$ cat src/hw/rtl/kc2_pkg.sv
// Package for the KCipher-2 keystream engine: state types, register indexes,
// substitution and alpha-multiplication functions. No dependencies.
`default_nettype none
package kc2_pkg;

	localparam int InitClocks = 24;

	typedef enum logic [1:0] {
		REG_KEY_UPPER = 2'd0,
		REG_KEY_LOWER = 2'd1,
		REG_IV_UPPER  = 2'd2,
		REG_IV_LOWER  = 2'd3
	} reg_idx_t;

	localparam logic KIND_RESTART = 1'b0;
	localparam logic KIND_DATA    = 1'b1;

	typedef struct packed {
		logic [4:0][31:0]  a;
		logic [10:0][31:0] b;
		logic [31:0]       l1;
		logic [31:0]       r1;
		logic [31:0]       l2;
		logic [31:0]       r2;
	} kc2_state_t;

	function automatic logic [7:0] gf_mul(input logic [7:0] a_in, input logic [7:0] b_in,
			input logic [7:0] poly);
		logic [7:0] acc;
		logic [7:0] a;
		acc = '0;
		a = a_in;
		for (int i = 0; i < 8; i++) begin
			if (b_in[i]) acc = acc ^ a;
			a = a[7] ? ({a[6:0], 1'b0} ^ poly) : {a[6:0], 1'b0};
		end
		return acc;
	endfunction

	function automatic logic [7:0] sbox(input logic [7:0] x);
		logic [7:0] s [256] = '{
		8'h63,8'h7c,8'h77,8'h7b,8'hf2,8'h6b,8'h6f,8'hc5,8'h30,8'h01,8'h67,8'h2b,8'hfe,8'hd7,8'hab,8'h76,
		8'hca,8'h82,8'hc9,8'h7d,8'hfa,8'h59,8'h47,8'hf0,8'had,8'hd4,8'ha2,8'haf,8'h9c,8'ha4,8'h72,8'hc0,
		8'hb7,8'hfd,8'h93,8'h26,8'h36,8'h3f,8'hf7,8'hcc,8'h34,8'ha5,8'he5,8'hf1,8'h71,8'hd8,8'h31,8'h15,
		8'h04,8'hc7,8'h23,8'hc3,8'h18,8'h96,8'h05,8'h9a,8'h07,8'h12,8'h80,8'he2,8'heb,8'h27,8'hb2,8'h75,
		8'h09,8'h83,8'h2c,8'h1a,8'h1b,8'h6e,8'h5a,8'ha0,8'h52,8'h3b,8'hd6,8'hb3,8'h29,8'he3,8'h2f,8'h84,
		8'h53,8'hd1,8'h00,8'hed,8'h20,8'hfc,8'hb1,8'h5b,8'h6a,8'hcb,8'hbe,8'h39,8'h4a,8'h4c,8'h58,8'hcf,
		8'hd0,8'hef,8'haa,8'hfb,8'h43,8'h4d,8'h33,8'h85,8'h45,8'hf9,8'h02,8'h7f,8'h50,8'h3c,8'h9f,8'ha8,
		8'h51,8'ha3,8'h40,8'h8f,8'h92,8'h9d,8'h38,8'hf5,8'hbc,8'hb6,8'hda,8'h21,8'h10,8'hff,8'hf3,8'hd2,
		8'hcd,8'h0c,8'h13,8'hec,8'h5f,8'h97,8'h44,8'h17,8'hc4,8'ha7,8'h7e,8'h3d,8'h64,8'h5d,8'h19,8'h73,
		8'h60,8'h81,8'h4f,8'hdc,8'h22,8'h2a,8'h90,8'h88,8'h46,8'hee,8'hb8,8'h14,8'hde,8'h5e,8'h0b,8'hdb,
		8'he0,8'h32,8'h3a,8'h0a,8'h49,8'h06,8'h24,8'h5c,8'hc2,8'hd3,8'hac,8'h62,8'h91,8'h95,8'he4,8'h79,
		8'he7,8'hc8,8'h37,8'h6d,8'h8d,8'hd5,8'h4e,8'ha9,8'h6c,8'h56,8'hf4,8'hea,8'h65,8'h7a,8'hae,8'h08,
		8'hba,8'h78,8'h25,8'h2e,8'h1c,8'ha6,8'hb4,8'hc6,8'he8,8'hdd,8'h74,8'h1f,8'h4b,8'hbd,8'h8b,8'h8a,
		8'h70,8'h3e,8'hb5,8'h66,8'h48,8'h03,8'hf6,8'h0e,8'h61,8'h35,8'h57,8'hb9,8'h86,8'hc1,8'h1d,8'h9e,
		8'he1,8'hf8,8'h98,8'h11,8'h69,8'hd9,8'h8e,8'h94,8'h9b,8'h1e,8'h87,8'he9,8'hce,8'h55,8'h28,8'hdf,
		8'h8c,8'ha1,8'h89,8'h0d,8'hbf,8'he6,8'h42,8'h68,8'h41,8'h99,8'h2d,8'h0f,8'hb0,8'h54,8'hbb,8'h16};
		return s[x];
	endfunction

	function automatic logic [31:0] sub_word(input logic [31:0] w);
		logic [3:0][7:0] s;
		logic [3:0][7:0] s2;
		logic [3:0][7:0] s3;
		for (int i = 0; i < 4; i++) begin
			s[i] = sbox(w[8*i +: 8]);
			s2[i] = gf_mul(s[i], 8'h02, 8'h1b);
			s3[i] = s2[i] ^ s[i];
		end
		return {s3[0], s[0], s[0], s2[0]} ^ {s[1], s[1], s2[1], s3[1]} ^
			{s[2], s2[2], s3[2], s[2]} ^ {s2[3], s3[3], s[3], s[3]};
	endfunction

	function automatic logic [31:0] alpha_mul(input logic [1:0] k, input logic [31:0] w);
		logic [7:0] p;
		logic [31:0] c;
		logic [7:0] x;
		x = w[31:24];
		case (k)
			2'd0: begin p = 8'hC3; c = 32'hB6086D1A; end
			2'd1: begin p = 8'h2D; c = 32'hA0F5FC2E; end
			2'd2: begin p = 8'h4D; c = 32'h5BF87F93; end
			default: begin p = 8'h65; c = 32'h4559568B; end
		endcase
		return {w[23:0], 8'h00} ^ {gf_mul(x, c[31:24], p), gf_mul(x, c[23:16], p),
			gf_mul(x, c[15:8], p), gf_mul(x, c[7:0], p)};
	endfunction

	function automatic logic [31:0] nlf(input logic [31:0] a, input logic [31:0] b,
			input logic [31:0] c, input logic [31:0] d);
		return (a + b) ^ c ^ d;
	endfunction

endpackage
`default_nettype wire

$ cat src/hw/rtl/kc2_round.sv
// The KCipher-2 state update, init or normal mode, as combinational logic.
// Depends on kc2_pkg.
`default_nettype none
module kc2_round import kc2_pkg::*; (
	input  var kc2_state_t cur,
	input  wire            init_mode,
	output kc2_state_t     nxt
);
	logic [31:0] na, nb, t1, t2;

	always_comb begin
		na = alpha_mul(2'd0, cur.a[0]) ^ cur.a[3];
		if (init_mode) na = na ^ nlf(cur.b[0], cur.r2, cur.r1, cur.a[4]);
		t1 = cur.a[2][30] ? alpha_mul(2'd1, cur.b[0]) : alpha_mul(2'd2, cur.b[0]);
		t2 = cur.a[2][31] ? alpha_mul(2'd3, cur.b[8]) : cur.b[8];
		nb = t1 ^ cur.b[1] ^ cur.b[6] ^ t2;
		if (init_mode) nb = nb ^ nlf(cur.b[10], cur.l2, cur.l1, cur.a[0]);
		nxt.l1 = sub_word(cur.r2 + cur.b[4]);
		nxt.r1 = sub_word(cur.l2 + cur.b[9]);
		nxt.l2 = sub_word(cur.l1);
		nxt.r2 = sub_word(cur.r1);
		for (int m = 0; m < 4; m++) nxt.a[m] = cur.a[m+1];
		nxt.a[4] = na;
		for (int m = 0; m < 10; m++) nxt.b[m] = cur.b[m+1];
		nxt.b[10] = nb;
	end
endmodule
`default_nettype wire

$ cat config.mk
export PLATFORM = sky130hd
export DESIGN_NAME = kc2_round
export DESIGN_NICKNAME = d
export VERILOG_FILES = /design/src/hw/rtl/kc2_pkg.sv /design/src/hw/rtl/kc2_round.sv
export SDC_FILE = /design/constraint.sdc
export NUM_CORES = 2
export LEC_CHECK = 0
export ABC_CLOCK_PERIOD_IN_PS = 18300
export BUFFER_PORTS_ARGS = -buffer_cell sky130_fd_sc_hd__clkbuf_2
export CAP_MARGIN = 20
export CORE_AREA = 5 5 489 491
export DETAILED_ROUTE_END_ITERATION = 10
export DIE_AREA = 0 0 494 496
export PLACE_DENSITY = 0.52
export SYNTH_ARGS = -nofsm -noshare
export SYNTH_HDL_FRONTEND = slang
export SYNTH_SLANG_ARGS = --single-unit
$ cat constraint.sdc
create_clock -name vclk -period 18.3
set_input_delay 1.83 -clock vclk [all_inputs]
set_output_delay 1.83 -clock vclk [all_outputs]
set_load 0.005 [all_outputs]
**Word level (Yosys, flattened, before mapping)**

Memory sizes are Yosys's and may differ from the RTL's.
Cells that the tools add are included.

- Divide/modulo/power cells: 0
- Reduce and logical (&&, ||, !) cells: 0
- Muxes and demuxes: 80
- Magnitude comparators: 16
- Add/sub/neg operators: 4
- Bitwise logic cells: 152
- Shift operators: 0
- Multiply operators: 0
- Equality and inequality tests: 0

Operators by type and width:

| operator | number |
|---|---|
| XOR 32 bit | 26 |
| XOR 8 bit | 66 |
| two-way mux 8 bit | 39 |
| NOT 4 bit | 44 |
| greater-or-equal comparator 9 bit (second input constant) | 16 |
| NOT 8 -> 9 bit | 16 |
| adder 32 bit | 4 |
| two-way mux 32 bit | 4 |
| two-way mux 7 bit | 14 |
| two-way mux 5 bit | 16 |
| two-way mux 6 bit | 7 |

- Output and inout port bits: 640
- Memory bits (read-only): 32768
- Logic and storage cells: 268
- Bits in registers: 0
- Bits in latches: 0
- RAM bits: 0
- Input port bits: 641
- Memories kept: 16

Memory list:

| name | depth | bits a word | read ports | clocked after memory_dff | wr ports | line | RTL |
|---|---|---|---|---|---|---|---|
| (name not given) | 256 | 8 | 1 | 0 | 0 | kc2_pkg.sv:58 | `return s[x];` |
| (name not given) | 256 | 8 | 1 | 0 | 0 | kc2_pkg.sv:58 |  |
| (name not given) | 256 | 8 | 1 | 0 | 0 | kc2_pkg.sv:58 |  |
| (name not given) | 256 | 8 | 1 | 0 | 0 | kc2_pkg.sv:58 |  |
| (name not given) | 256 | 8 | 1 | 0 | 0 | kc2_pkg.sv:58 |  |
| (name not given) | 256 | 8 | 1 | 0 | 0 | kc2_pkg.sv:58 |  |
| 10 more memories | n/a | n/a | n/a | n/a | n/a | n/a |  |

**Logic depth before layout (Yosys ltp)**

- Word-level depth: 22
- Gate-level depth with buffers: 25
- Gate-level depth less buffers: 21

**Worst setup path before layout**

No wires, ideal clock.

- Path type: input port to output port
- From: in cur[32] (netlist name)
- To: out nxt[81] (netlist name)
- Data required time: 16470 ps
- Arrival: 6961 ps
- Stages: 21
- Path slack: 9509 ps
- Path buffers: 3
- Cells stage by stage: ha_1 > fa_1 > a21o_1 > a311o_1 > a21o_1 > o21a_2 > a31o_2 > xor2_2 > clkbuf_1 > clkbuf_1 > ha_1 > clkbuf_1 > nor3_1 > a311oi_1 > a311oi_1 > nor3_1 > o32ai_1 > a21oi_2 > xor2_1 > xnor2_1 > xnor2_1

RTL lines:

| element | line | RTL |
|---|---|---|
| start: declaration | kc2_round.sv:5 | `input var kc2_state_t cur,` |
| end: declaration | kc2_round.sv:7 | `output kc2_state_t nxt` |

==> key figures <==
Floorplan
  – Rows: 178
  – DIE AREA: approximately 250000 um2
  – Die Ht: slightly below 500 um
  – Initial Util: between 30 and 40%
  – Ports: ~1300
  – Die X: roughly 500 um
  – Core ar.: ~230000 um2

GRT
  – Total Routing Usage GR: 36.53%
  – First-pass GRT wire length: approximately 660000 um
  – Congestion Overflow GR: 0
  – Vias in the first global route: 83788
  – Initial antenna violation count: 69
  – Largest net degree at the start of global routing: ~100

Worst setup path
  – Delay-heaviest family, CP: compound AO/OA/AOI/OAI gates
  – Critical-path cell list: clkbuf_2, ha_1, fa_1, a21o_1, a41oi_2, a2111oi_0, nor4_1, nor2_2, buf_4, inv_2, ha_1, nor3_2, nor2_1, a221oi_1, nor4_1, a2111oi_1, a32oi_2, xnor2_2, xnor2_1, xnor2_1, clkbuf_2
  – Buffers plus inverters on the worst setup path: 4
  – CP endpoint kind: output pin
  – CP Data Arrival Time: just over 9000 ps
  – WP data required: approximately 16000 ps
  – CP max-delay cell: a2111oi_0
  – Crit start category: input port
  – Max incr delay on CP: 1000 ps
  – Critical-path maximum fanout: 21
  – Crit Path Category: in -> out

Min path
  – Worst Hold Path EP: nxt[163]
  – Worst hold path type: in -> out
  – HP Start: cur[195]
  – Hold path cells: 0

Power and ir drop
  – Register share of total power: 0%
  – P_int: roughly 2.9 mW
  – Comb pwr share: 100.0%
  – Clock power frac: 0%
  – Switch share: 64.95%
  – PwrDens: roughly 110 nW/um2
  – Leakage: between 20 and 30 nW
  – VDD IR max: ~230 uV
  – Sw Pwr: approximately 5.3 mW

Clocking
  – Hold_buf cts: 0
  – Count of cells resized by post-cts repair: 0
  – Setup bufs post-CTS: 0

Yosys
  – Yosys cell types: 132
  – Warning count from the yosys run: 0
  – Mapped Nets: between 10000 and 15000
  – Seq/Total Area, Yosys: 0%
  – Gate Count Post-Synth: roughly 11000
  – Syn_area_per_cell: around 6.3 um2
  – Mapped Area: 70800 um2

Finish
  – Seq cells: 0
  – Most common cell after layout, fill and taps aside: nand2_1
  – Clock buffer count: 0
  – Most frequent cells in the layout: 1156 x nand2_1, 1054 x a21oi_1, 1045 x o21ai_0
  – Area Overhead vs Synth: 4.073%
  – Layout cell share with drive strength beyond 1: 14.32%
  – Filler cell count: around 27000
  – # nets final: 11781
  – Reg area: 0 um2

STA
  – Final setup vio count: 0
  – Final min period: between 10000 and 15000 ps
  – RSZ-0062 raised after global routing: false
  – Slew Limit Fails: 0
  – Final Hold Viols: 0
  – Worst-margin pin slew: around 1200 ps
  – Slew margin rel.: a little under a fifth
  – Tcrit/Tclk final: approximately 59%
  – Setup_tns: 0 ps
  – Slack of the critical path: around 7400 ps
  – FMAX: 0.09191 GHz

Detailed routing
  – Detailed-route DRC error count: 0
  – Drt first pass iters: 10
  – Routed WL: around 480000 um
  – DRT antenna net count: 0
  – Wire length per cell: 34.61 um
  – Vias per inst: between 6 and 7
  – Detailed Route Iter0 Violations: around 18000
  – Via count: ~94000

Place
  – HPWL Detailed: between 300000 and 400000 um
  – Setup WS pre-CTS: around 7600 ps
  – Port bufs: 901
  – Gpl congestion: around 1.0

Outcome
  – Status: finished clean

Run
  – Maxcap violations: 0
how the worst max path moves through the flow:
stage | cells past startpoint | slack (ps) | startpoint | end
after detailed placement | 21 | 7600 | cur[0] | nxt[104]
after CTS | 21 | 7560 | cur[0] | nxt[104]
final | 21 | 7420 | cur[0] | nxt[104]
after global routing | 21 | 7170 | cur[0] | nxt[104]
after global placement | 21 | 7630 | cur[0] | nxt[106]
after floorplan | 21 | 9510 | cur[32] | nxt[81]
synth_stat cells (all sizes together) (74+ instances only):
cell,instances,area share [%]
mux4,113,3.6
a31oi,257,2.3
o221ai,103,1.3
inv,158,0.84
buf,889,7.8
nor3,365,2.6
a211oi,302,3.3
nor2,1015,5.4
nand2,1160,6.2
a221oi,93,1.2
mux2i,79,1.1
a21oi,1070,7.7
a21o,96,1.0
clkbuf,686,3.6
ha,385,6.8
xor2,235,3.0
o31ai,80,0.92
and3,74,0.65
o22ai,90,0.80
nand2b,87,0.77
o21ai,1088,7.7
xnor2,896,11
nand3,332,2.4
a311oi,168,2.1
o211ai,307,3.3
o311ai,153,1.9
area by class of cell:
type	count	area, um2	area share, %
diodes	35	87.58	0.1189
inverters	176	663.1	0.8999
multi-input cells	9406	62460	84.77
well taps	3150	3941	5.349
repair buffers	1167	6534	8.867
logic make-up (layout without fill, tap and decap cells):
logic type                 Yosys count  count (layout)  share of synthesized area [%]
buffers and inverters             1751            1343                          12.39
and+or+nand+nor                   3346            3346                          21.09
adders and majority gates          389             389                          6.917
muxes                              210             210                          5.026
xor gates and xnor gates          1134            1134                          14.26
other                                0              35                              0
AOI/OAI and AO/OA                 4327            4327                          40.31
per-layer routing:
layer	wire [um]	vias to the layer above	global-route usage [%]
met5	809	-	1.660
met4	50520	42	29.27
met3	62710	1593	11.11
met1	174800	43985	44.78
li1	-	40336	-
met2	193500	7954	52.58
through the flow:
stage	utilization (%)	cell area (um2)	power, mW	hold slack, ps	cells
global route	31.43	73640	8.536	3660	13913
global placement	31.39	73540	8.016	3660	13891
detailed placement	31.40	73570	7.921	3660	13895
CTS	31.40	73570	7.949	3660	13895
finish	31.45	73690	8.187	3660	13934
floorplan	-	70800	4.903	3741	11157
power by group through the flow:
stage               registers (mW)  logic [mW]  clock network (mW)
global route                     0        8.54         0.000000104
global placement                 0        8.02                   0
CTS                              0        7.95                   0
detailed placement               0        7.92                   0
finish                           0        8.19         0.000000112
floorplan                        0        4.90                   0
Power figures use the tool's default switching activity.
